## src/rtl/core/mscts_pkg.sv

```systemverilog
`default_nettype none

package mscts_pkg;

  // item codes on the mode field
  typedef enum logic [2:0] {
    MODE_TICK     = 3'd0,
    MODE_PERIODIC = 3'd1,
    MODE_ONCE     = 3'd2,
    MODE_STOP     = 3'd3,
    MODE_QUERY    = 3'd4
  } mode_t;

  // run kind
  localparam logic KIND_PERIODIC = 1'b0;
  localparam logic KIND_ONCE     = 1'b1;

  // longest periodic interval
  localparam logic [15:0] PERIOD_MS_MAX = 16'd1999;

  // milliseconds per second, width of the fraction sum
  localparam logic [10:0] MS_PER_SEC = 11'd1000;

  // width of a remainder modulo one thousand
  localparam int FRAC_W = 10;

endpackage

`default_nettype wire

```

## src/rtl/core/mscts_ms_scale.sv

```systemverilog
`default_nettype none

// ms * 2^TICK_SHIFT / 1000 as quotient and remainder, by reciprocal multiply
module mscts_ms_scale #(
  parameter int TICK_SHIFT = 15
) (
  input  wire logic [15:0]                     ms,
  output logic      [TICK_SHIFT+6:0]           quot,
  output logic      [mscts_pkg::FRAC_W-1:0]    frac
);

  // 1000 = 8 * 125: divide ms << (TICK_SHIFT - 3) by 125
  localparam int SH    = TICK_SHIFT - 3;
  localparam int K     = 23;
  localparam int MW    = TICK_SHIFT + 14;
  localparam int PW    = MW + 16;
  localparam logic [MW-1:0] RECIP = MW'(((64'd1 << (SH + K)) + 64'd124) / 64'd125);

  logic [PW-1:0]    prod;
  logic [SH+15:0]   shifted;
  logic [6:0]       rem7;

  assign prod    = PW'(ms) * PW'(RECIP);
  assign quot    = prod[PW-1:K];
  assign shifted = (SH + 16)'(ms) << SH;
  // remainder below 125 so 7 bits of the difference are exact
  assign rem7    = shifted[6:0] - (quot[6:0] * 7'd125);
  assign frac    = {rem7, 3'b000};

endmodule

`default_nettype wire

```

## src/rtl/core/ms_compare_timer_scheduler_core.sv

```systemverilog
`default_nettype none

// channel  | handshake          | word
// ---------+--------------------+-------------------------------------
// input    | in_valid, in_stall | mode[2:0], interval_ms[15:0]
// output   | out_valid,out_stall| fired, fired_ms[15:0], passed_ms[15:0]
//
// one word per cycle in and out while neither side stalls; a taken word waits in the
// staging register, is executed from there and offered from the result register
// the scaling multiplier sits in front of the staging register; execute adds and compares
// rst is synchronous and clears the timer state and both stage valids
// out_stall holds the result register; the staging register keeps taking words while
// the result register can move, so in_stall rises only when both are full
module ms_compare_timer_scheduler_core #(
  parameter int COUNTER_BITS = 16,
  parameter int TICK_SHIFT   = 15
) (
  input  wire logic        clk,
  input  wire logic        rst,
  input  wire logic        in_valid,
  output logic             in_stall,
  input  wire logic [2:0]  mode,
  input  wire logic [15:0] interval_ms,
  output logic             out_valid,
  input  wire logic        out_stall,
  output logic             fired,
  output logic      [15:0] fired_ms,
  output logic      [15:0] passed_ms
);

  localparam int CB = COUNTER_BITS;
  localparam int RW = TICK_SHIFT + 7;           // one-shot tick total
  localparam int AW = (CB > RW + 1) ? CB : RW + 1;
  localparam int FW = mscts_pkg::FRAC_W;
  localparam int SW = RW + 10;                  // ticks times 1000
  localparam logic [CB-1:0] CNT_MAX = {CB{1'b1}};
  localparam logic [AW-1:0] CAP     = (AW'(1) << CB) - AW'(1);

  // front end: clamp and scale the interval
  logic [15:0]   ms_eff;
  logic [RW-1:0] scale_quot;
  logic [FW-1:0] scale_frac;

  assign ms_eff = (mode == mscts_pkg::MODE_PERIODIC && interval_ms > mscts_pkg::PERIOD_MS_MAX)
                  ? mscts_pkg::PERIOD_MS_MAX : interval_ms;

  mscts_ms_scale #(
    .TICK_SHIFT (TICK_SHIFT)
  ) u_scale (
    .ms   (ms_eff),
    .quot (scale_quot),
    .frac (scale_frac)
  );

  // staging register
  logic                stage_valid;
  mscts_pkg::mode_t    stage_mode;
  logic [15:0]         stage_ms;
  logic [RW-1:0]       stage_quot;
  logic [FW-1:0]       stage_frac;

  logic exec_fire;
  logic in_take;

  assign exec_fire = stage_valid && (!out_valid || !out_stall);
  assign in_stall  = stage_valid && !exec_fire;
  assign in_take   = in_valid && !in_stall;

  always_ff @(posedge clk) begin
    if (rst) begin
      stage_valid <= 1'b0;
    end else if (in_take) begin
      stage_valid <= 1'b1;
    end else if (exec_fire) begin
      stage_valid <= 1'b0;
    end
  end

  always_ff @(posedge clk) begin
    if (in_take) begin
      stage_mode <= mscts_pkg::mode_t'(mode);
      stage_ms   <= ms_eff;
      stage_quot <= scale_quot;
      stage_frac <= scale_frac;
    end
  end

  // timer state
  logic [CB-1:0] tick_count, tick_count_next;
  logic [CB-1:0] compare_value, compare_value_next;
  logic          armed, armed_next;
  logic          run_kind, run_kind_next;
  logic [15:0]   run_ms, run_ms_next;
  logic [RW-1:0] run_ticks, run_ticks_next;      // periodic: whole ticks per period
  logic [RW-1:0] remaining_or_fraction, remaining_or_fraction_next;
  logic [FW-1:0] period_frac, period_frac_next;           // periodic: milli-tick remainder

  // periodic step with carried fraction
  logic [FW:0]   frac_sum;
  logic          frac_carry;
  logic [FW-1:0] frac_adj;
  logic [AW-1:0] period_step;

  assign frac_sum    = {1'b0, period_frac} + {1'b0, remaining_or_fraction[FW-1:0]};
  assign frac_carry  = frac_sum >= mscts_pkg::MS_PER_SEC;
  assign frac_adj    = frac_carry ? FW'(frac_sum - mscts_pkg::MS_PER_SEC) : frac_sum[FW-1:0];
  assign period_step = AW'(run_ticks) + AW'(frac_carry);

  // one-shot chunks, capped at the counter range
  logic [AW-1:0] cur_chunk;
  logic [RW-1:0] once_total;
  logic [AW-1:0] once_chunk;

  assign cur_chunk  = (AW'(remaining_or_fraction) > CAP) ? CAP : AW'(remaining_or_fraction);
  assign once_total = stage_quot + RW'(stage_frac != '0);
  assign once_chunk = (AW'(once_total) > CAP) ? CAP : AW'(once_total);

  // elapsed one-shot time
  logic [CB-1:0]   left_raw;
  logic [CB-1:0]   left_adj;
  logic [AW:0]     rem_sum;
  logic [RW-1:0]   rem_clamp;
  logic [RW-1:0]   done_ticks;
  logic [SW-1:0]   done_scaled;
  logic [SW-TICK_SHIFT-1:0] el_full;
  logic [15:0]     el_clamp;
  logic [15:0]     query_el;

  assign left_raw    = compare_value - tick_count;
  assign left_adj    = (left_raw == CNT_MAX) ? '0 : left_raw;
  assign rem_sum     = (AW + 1)'(remaining_or_fraction) + (AW + 1)'(left_adj);
  assign rem_clamp   = (rem_sum > (AW + 1)'(run_ticks)) ? run_ticks : rem_sum[RW-1:0];
  assign done_ticks  = run_ticks - rem_clamp;
  // times 1000 as 1024 - 16 - 8
  assign done_scaled = (SW'(done_ticks) << 10) - (SW'(done_ticks) << 4) - (SW'(done_ticks) << 3);
  assign el_full     = done_scaled[SW-1:TICK_SHIFT];
  assign el_clamp    = (el_full > (SW - TICK_SHIFT)'(run_ms)) ? run_ms : el_full[15:0];
  assign query_el    = (run_kind == mscts_pkg::KIND_ONCE && run_ticks != '0) ? el_clamp : '0;

  // execute
  logic [CB-1:0] tick_inc;
  logic          res_fired;
  logic [15:0]   res_fired_ms;
  logic [15:0]   res_elapsed;

  assign tick_inc = tick_count + CB'(1);

  always_comb begin
    tick_count_next            = tick_count;
    compare_value_next         = compare_value;
    armed_next                 = armed;
    run_kind_next              = run_kind;
    run_ms_next                = run_ms;
    run_ticks_next             = run_ticks;
    remaining_or_fraction_next = remaining_or_fraction;
    period_frac_next           = period_frac;
    res_fired                  = 1'b0;
    res_fired_ms               = '0;
    res_elapsed                = '0;
    case (stage_mode)
      mscts_pkg::MODE_TICK: begin
        tick_count_next = tick_inc;
        if (armed && tick_inc == compare_value) begin
          if (run_kind == mscts_pkg::KIND_PERIODIC) begin
            res_fired                  = 1'b1;
            res_fired_ms               = run_ms;
            compare_value_next         = compare_value + period_step[CB-1:0];
            remaining_or_fraction_next = RW'(frac_adj);
          end else if (remaining_or_fraction != '0) begin
            // more one-shot ticks to schedule
            compare_value_next         = compare_value + cur_chunk[CB-1:0];
            remaining_or_fraction_next = remaining_or_fraction - cur_chunk[RW-1:0];
          end else begin
            res_fired    = 1'b1;
            res_fired_ms = run_ms;
            run_ms_next  = '0;
            armed_next   = 1'b0;
          end
        end
      end
      mscts_pkg::MODE_PERIODIC: begin
        run_kind_next              = mscts_pkg::KIND_PERIODIC;
        run_ms_next                = stage_ms;
        run_ticks_next             = stage_quot;
        period_frac_next           = stage_frac;
        remaining_or_fraction_next = RW'(stage_frac);
        compare_value_next         = tick_count + CB'(AW'(stage_quot));
        armed_next                 = 1'b1;
      end
      mscts_pkg::MODE_ONCE: begin
        run_kind_next              = mscts_pkg::KIND_ONCE;
        run_ms_next                = stage_ms;
        run_ticks_next             = once_total;
        remaining_or_fraction_next = once_total - once_chunk[RW-1:0];
        compare_value_next         = tick_count + once_chunk[CB-1:0];
        armed_next                 = 1'b1;
      end
      mscts_pkg::MODE_STOP: begin
        armed_next = 1'b0;
      end
      mscts_pkg::MODE_QUERY: begin
        res_elapsed = query_el;
      end
      default: begin
        // unused codes answer zeros
      end
    endcase
  end

  always_ff @(posedge clk) begin
    if (rst) begin
      tick_count            <= '0;
      compare_value         <= '0;
      armed                 <= 1'b0;
      run_kind              <= mscts_pkg::KIND_PERIODIC;
      run_ms                <= '0;
      run_ticks             <= '0;
      remaining_or_fraction <= '0;
      period_frac           <= '0;
    end else if (exec_fire) begin
      tick_count            <= tick_count_next;
      compare_value         <= compare_value_next;
      armed                 <= armed_next;
      run_kind              <= run_kind_next;
      run_ms                <= run_ms_next;
      run_ticks             <= run_ticks_next;
      remaining_or_fraction <= remaining_or_fraction_next;
      period_frac           <= period_frac_next;
    end
  end

  // result register
  always_ff @(posedge clk) begin
    if (rst) begin
      out_valid <= 1'b0;
    end else if (exec_fire) begin
      out_valid <= 1'b1;
    end else if (!out_stall) begin
      out_valid <= 1'b0;
    end
  end

  always_ff @(posedge clk) begin
    if (exec_fire) begin
      fired     <= res_fired;
      fired_ms  <= res_fired_ms;
      passed_ms <= res_elapsed;
    end
  end

endmodule

`default_nettype wire

```

## config.mk

```make
export PLATFORM = sky130hd
export DESIGN_NAME = ms_compare_timer_scheduler_core
export DESIGN_NICKNAME = d
export VERILOG_FILES = /design/src/rtl/core/mscts_pkg.sv /design/src/rtl/core/mscts_ms_scale.sv /design/src/rtl/core/ms_compare_timer_scheduler_core.sv
export SDC_FILE = /design/constraint.sdc
export NUM_CORES = 1
export LEC_CHECK = 0
export ABC_AREA = 1
export BUFFER_PORTS_ARGS = -buffer_cell sky130_fd_sc_hd__buf_2
export CORE_MARGIN = 2
export CORE_UTILIZATION = 60
export DETAILED_ROUTE_END_ITERATION = 10
export PLACE_DENSITY = 0.85
export SLEW_MARGIN = 25
export SYNTH_ARGS = -nofsm -noshare
export SYNTH_HDL_FRONTEND = slang
export SYNTH_HIERARCHICAL = 1
export SYNTH_SLANG_ARGS = --single-unit
export TNS_END_PERCENT = 30
```

## constraint.sdc

```tcl
create_clock -name clk -period 10.85 [get_ports clk]
set_input_delay 2.17 -clock clk [delete_from_list [all_inputs] [get_ports clk]]
set_output_delay 2.17 -clock clk [all_outputs]
set_load 0.03 [all_outputs]
```

==> qor.txt, run 1 <==
status = finished clean
vias = 26845
worst path arrival time = 10.87 ns
CTS tree = done
antenna-violating nets left = 0
most numerous cell in the Yosys netlist = nand2_1
cell taking the most area after synthesis = ha_1
initial antenna violation count = 1
unrepaired setup endpoints after global routing = yes
die height = 216.7 µm
CP Class = flip-flop to flip-flop
Crit path required time = 11.09 ns
Max Freq = 94.11 MHz
vias per std cell = 5.789
Overflow after GRT = 0
final hold violation count = 0
# nets final = 4561
Max transition margin = 0.2113
Core Util, Final = 0.6861
Mapped Cells = 3896
CP startpoint kind = flip-flop
Buffers on Ports = 57
Worst Max-Slew Pin Slew = 1.171 ns
Sink Count = 190
DR pass1 iterations = 8
Clk Latency, worst-skew pair = 0.50 ns
Layout area overhead = 12.25%
Worst path most repeated cell = nand2_1
top_reg_cell synth = dfxtp_1
post-DP HPWL = 68260 µm
Routed Wire Length = 85020 µm
fin crit period = 10.63 ns
CP max stage cell = fa_1
IO Count = 58
global placement routability congestion = 1.042
FF-to-FF setup slack = 0.22 ns
Die X = 216.7 µm
Ant. Diodes = 0
GRT Overall Usage = 0.3554
Core Region = 44410 µm²
part of the Yosys area used for sequential elements = 0.1711
Max Cap Viol = 0
DR iter-0 viols = 2882
largest cells by area after synthesis = ha_1 (17%), nand2_1 (12%), fa_1 (10%)
most instantiated cells after synthesis = nand2_1 (863), inv_1 (649), ha_1 (365), nor2_1 (356), a21oi_1 (291)
layout cell share with drive strength beyond 1 = 0.1367
CTS Root Cell = clkbuf_16
period utilization = 0.9794
CP Capture Type = flip-flop
Initial Util = 0.6112
first-pass GRT wire length = 132100 µm
CTS buffer count = 17
Synth top area share = 0.1682
H-tree levels = 4
largest net degree at the start of global routing = 52
average routed wire per standard cell = 18.34 µm
synthesized cell area = 27150 µm²
skew final = 0.01755 ns
EDFF count, synth = 84
clock transition at the registers of the reported paths = 0.08 ns
CP peak stage delay = 0.55 ns
asr flop ratio synth = 0
DRC = 0
crit-path max FO = 8
Final Max Slew Viols = 0
Max Root-Sink Buffers = 2
Unique masters post-synth = 67
row count = 77
Hold WC Path Type = flip-flop to flip-flop
final setup vio count = 0
Setup TNS Final = 0 ns
Die Footprint = 46960 µm²
Synth Register Bits = 190
yosys warns = 6
hold slack = 0.4936 ns
syn avg cell area = 6.968 µm²
vias in the first global route = 25244
-- cells by family after synthesis --
logic type      Yosys count  share of synthesized area
xor+xnor                131                    0.04346
flops                   190                     0.1711
buf+inv                 732                     0.1057
compound gates          702                     0.1453
simple gates           1634                     0.2621
other cells               1                  0.0001381
fa+ha+maj               506                     0.2722
-- metal layers --
metal  GRT usage  part of all wire  routed length, µm  up-vias
li1            -                 -                  -    12969
met1      0.4699              0.42              35490    12408
met2      0.5760              0.46              38900     1228
met3     0.07214             0.084               7172      238
met4      0.1297             0.040               3443        2
met5           0           0.00013                 11        -
-- worst paths after layout --
| kind | start | endpoint | cells past startpoint |
|---|---|---|---|
| max | compare_value[0]$_SDFFE_PP0P_ | passed_ms[7]$_SDFFCE_PN0P_ | 73 |
| min | run_ms[15]$_SDFFE_PP0P_ | run_ms[15]$_SDFFE_PP0P_ | 2 |
| max reg2reg | compare_value[0]$_SDFFE_PP0P_ | passed_ms[7]$_SDFFCE_PN0P_ | 73 |
| min reg2reg | run_ms[15]$_SDFFE_PP0P_ | run_ms[15]$_SDFFE_PP0P_ | 2 |
-- stage by stage --
stage | setup slack, ns | cell area (µm²) | std cells
global placement | -0.3402 | 28530 | 4567
CTS | 0.01569 | 29170 | 4600
detailed placement | -0.4640 | 28530 | 4567
floorplan | 0.4601 | 27150 | 3898
finish | 0.2236 | 30470 | 4637
global route | -0.5681 | 30470 | 4637
-- worst max-delay path, delay by kind of cell, from the launching register on --
kind	cells	cell delay, ns
AND/OR/NAND/NOR	36	3.33
adder cells (fa/ha/maj)	9	2.82
AO/OA/AOI/OAI	12	1.79
buffers and inverters	12	1.33
XOR/XNOR	4	0.77
flip-flops	1	0.34
-- cells in the final DEF, fill, tap and decap left out, drive strengths merged, types with 4 or more instances in the layout --
master and instances:
nand2 894, inv 662, nor2 391, ha 365, a21oi 297, o21ai 276
nand3 204, buf 185, fa 141, dfxtp 106, xor2 93, edfxtp 84
nand4 55, nor3 42, xnor2 37, a21o 25, clkbuf 24, o21bai 21
o211ai 18, or2 18, a31oi 17, nor4 16, a21boi 10, a211oi 9
o31ai 8, nand3b 7, o21a 6, clkinv 5, and3 4, o2111ai 4
-- cell type report --
| type | count | area (µm²) |
|---|---|---|
| Clock buffer | 20 | 466.7 |
| Clock inverter | 12 | 137.6 |
| Fill cell | 3771 | 13940 |
| Inverter | 658 | 2475 |
| Multi-Input combinational cell | 2976 | 20610 |
| Sequential cell | 190 | 4651 |
| Tap cell | 592 | 740.7 |
| Timing Repair Buffer | 189 | 1386 |
-- flip-flops by register name (all words and copies together), names as in the netlist --
register / cells
tick_count: 16
armed: 1
run_ms: 16
run_kind: 1
stage_mode: 3
stage_quot: 22
compare_value: 16
fired: 1
period_frac: 10
run_ticks: 22
passed_ms: 16
fired_ms: 16
remaining_or_fraction: 22
stage_valid: 1
stage_frac: 10
out_valid: 1
stage_ms: 16
-- repair_timing --
item	4_1_cts	5_1_grt
setup buffers	1	30
pin swaps	2	86
hold buffers	0	0
setup endpoints to repair	16	18
cloned	0	7
resized for setup	15	233
Power of run 1 is left out: the tool's default activity adds up to more than one toggle a clock period on the data nets, which glitch-free logic cannot reach.
==> run 2: changes to the inputs <==
--- a/config.mk
+++ b/config.mk
@@ -6,11 +6,12 @@
 export NUM_CORES = 1
 export LEC_CHECK = 0
 export ABC_AREA = 1
-export BUFFER_PORTS_ARGS = -buffer_cell sky130_fd_sc_hd__buf_2
 export CORE_MARGIN = 2
-export CORE_UTILIZATION = 60
+export CORE_UTILIZATION = 61
 export DETAILED_ROUTE_END_ITERATION = 10
+export DONT_BUFFER_PORTS = 1
 export PLACE_DENSITY = 0.85
+export SKIP_CTS_REPAIR_TIMING = 1
 export SLEW_MARGIN = 25
 export SYNTH_ARGS = -nofsm -noshare
 export SYNTH_HDL_FRONTEND = slang
==> qor.txt, run 2 (synthesis results as in run 1) <==
vias = 26995 (+0.56%)
average routed wire per standard cell = 18.15 µm (-1.0%)
Max transition margin = 0.2487 (+0.03738)
Critical path buffers and inverters = 9 (-3)
failing checks = setup timing
Max Cap Viol = 0 (unchanged)
H-tree levels = 4 (unchanged)
initial antenna violation count = 1 (unchanged)
Crit path required time = 11.08 ns (about the same)
Die Footprint = 46210 µm² (-1.6%)
DRC = 0 (unchanged)
Sink Count = 190 (unchanged)
# nets final = 4553 (-0.18%)
DR iter-0 viols = 2805 (-2.7%)
vias per std cell = 5.829 (+0.69%)
Crit path depth = 68 (-6.8%)
Worst Max-Slew Pin Slew = 1.115 ns (-0.05548 ns)
most frequent cells in the layout = nand2_1 (839), inv_1 (637), ha_1 (337)
CP startpoint kind = flip-flop
CTS Root Cell = clkbuf_16
largest net degree at the start of global routing = 61 (+17%)
Die X = 215.0 µm (-0.81%)
CTS tree = done
Crit path max-delay family = simple AND/OR/NAND/NOR gates
first-pass GRT wire length = 130700 µm (-1.1%)
final setup vio count = 1 (+1)
die height = 215.0 µm (-0.81%)
CP Capture Type = flip-flop
DR pass1 iterations = 8 (unchanged)
Layout area overhead = 11.56%
GR Util met3 = 0.05209 (-0.02005)
layout cell share with drive strength beyond 1 = 0.1276 (-0.009142)
clock transition at the registers of the reported paths = 0.08 ns (about the same)
Clk Latency, worst-skew pair = 0.48 ns (-0.02 ns)
Initial Util = 0.6166 (+0.005350)
most common cell after layout, fill and taps aside = nand2_1
FF-to-FF path depth = 68 (-6.8%)
CTS buffer count = 17 (unchanged)
skew final = 0.01406 ns (-0.003492 ns)
met2 GRT Util = 0.5873 (+0.01131)
Overflow after GRT = 0 (unchanged)
worst path arrival time = 11.09 ns (+0.22 ns)
antenna-violating nets left = 0 (unchanged)
Worst R2R Start = tick_count[6]$_SDFFE_PP0P_
Final Max Slew Viols = 0 (unchanged)
Hold WC Path Type = flip-flop to flip-flop
period utilization = 1.000 (+0.02097)
Max Freq = 92.13 MHz (-2.1%)
row count = 77 (unchanged)
CP peak stage delay = 0.49 ns (-0.06 ns)
post-route setup slack = -0.003972 ns (-0.2276 ns)
CP max stage cell = fa_1
vias in the first global route = 25241 (-0.012%)
status = finished, violations left
GRT Overall Usage = 0.3540 (-0.001466)
global placement routability congestion = 1.067 (+2.4%)
beginning of the critical path = tick_count[6]$_SDFFE_PP0P_
CP Class = flip-flop to flip-flop
Max Root-Sink Buffers = 2 (unchanged)
Routed Wire Length = 84050 µm (-1.1%)
final hold violation count = 0 (unchanged)
post-DP HPWL = 67940 µm (-0.48%)
unrepaired setup endpoints after global routing = yes
IO Count = 58 (unchanged)
fin crit period = 10.85 ns (+0.2276 ns)
Core Region = 44030 µm² (-0.87%)
crit-path max FO = 8 (unchanged)
Worst path most repeated cell = nand2_1
Min-Delay Startpoint = period_frac[4]$_SDFFE_PP0P_
Hold Path Cell Cnt = 2 (unchanged)
Core Util, Final = 0.6878 (+0.001742)
Buffers on Ports = 0 (-100%)
gr busiest metal = met2
# fillers = 3734 (-0.98%)
Global Route met1 Usage = 0.4603 (-0.009672)
biggest regs = remaining_or_fraction (22), run_ticks (22), stage_quot (22)
[run 2: worst paths after layout]
path | endpoint | slack, ns
max reg2reg | passed_ms[5]$_SDFFCE_PN0P_ | -0.004
max | passed_ms[5]$_SDFFCE_PN0P_ | -0.004
min | period_frac[4]$_SDFFE_PP0P_ | 0.50
min reg2reg | period_frac[4]$_SDFFE_PP0P_ | 0.50
[run 2: metal layers]
| layer | share of wire | routed length, µm |
|---|---|---|
| met1 | 0.41 | 34220 |
| met2 | 0.46 | 39050 |
| met3 | 0.082 | 6919 |
| met4 | 0.046 | 3861 |
| met5 | 0 | 0 |
[run 2: cell type report]
cell class | instances | area [µm²] | area share
Multi-Input combinational cell | 2976 | 20470 | 0.6760
Antenna cell | 2 | 5.005 | 0.0001653
Clock inverter | 11 | 82.58 | 0.002727
Timing Repair Buffer | 181 | 1415 | 0.04673
Inverter | 658 | 2471 | 0.08160
Sequential cell | 190 | 4647 | 0.1535
Clock buffer | 21 | 450.4 | 0.01487
Tap cell | 592 | 740.7 | 0.02446
[run 2: worst min-delay path: stages, from the launching register on]
cell and delay [ns]:
dfxtp_1 0.33, a21oi_1 0.06, nor2_1 0.07
[run 2: metrics by stage]
stage / setup TNS [ns] / hold slack [ns] / instances / area, µm² / setup slack, ns
finish: -0.003972 / 0.4951 / 4631 / 30280 / -0.003972
floorplan: 0 / 0.4539 / 3898 / 27150 / 0.4601
detailed placement: -3.379 / 0.4811 / 4566 / 28650 / -0.2368
global route: -8.358 / 0.5187 / 4630 / 30280 / -0.5788
CTS: -6.105 / 0.4916 / 4598 / 29180 / -0.4281
global placement: 0 / 0.4625 / 4566 / 28650 / 0.09141
Power of run 2 is left out for the same reason.
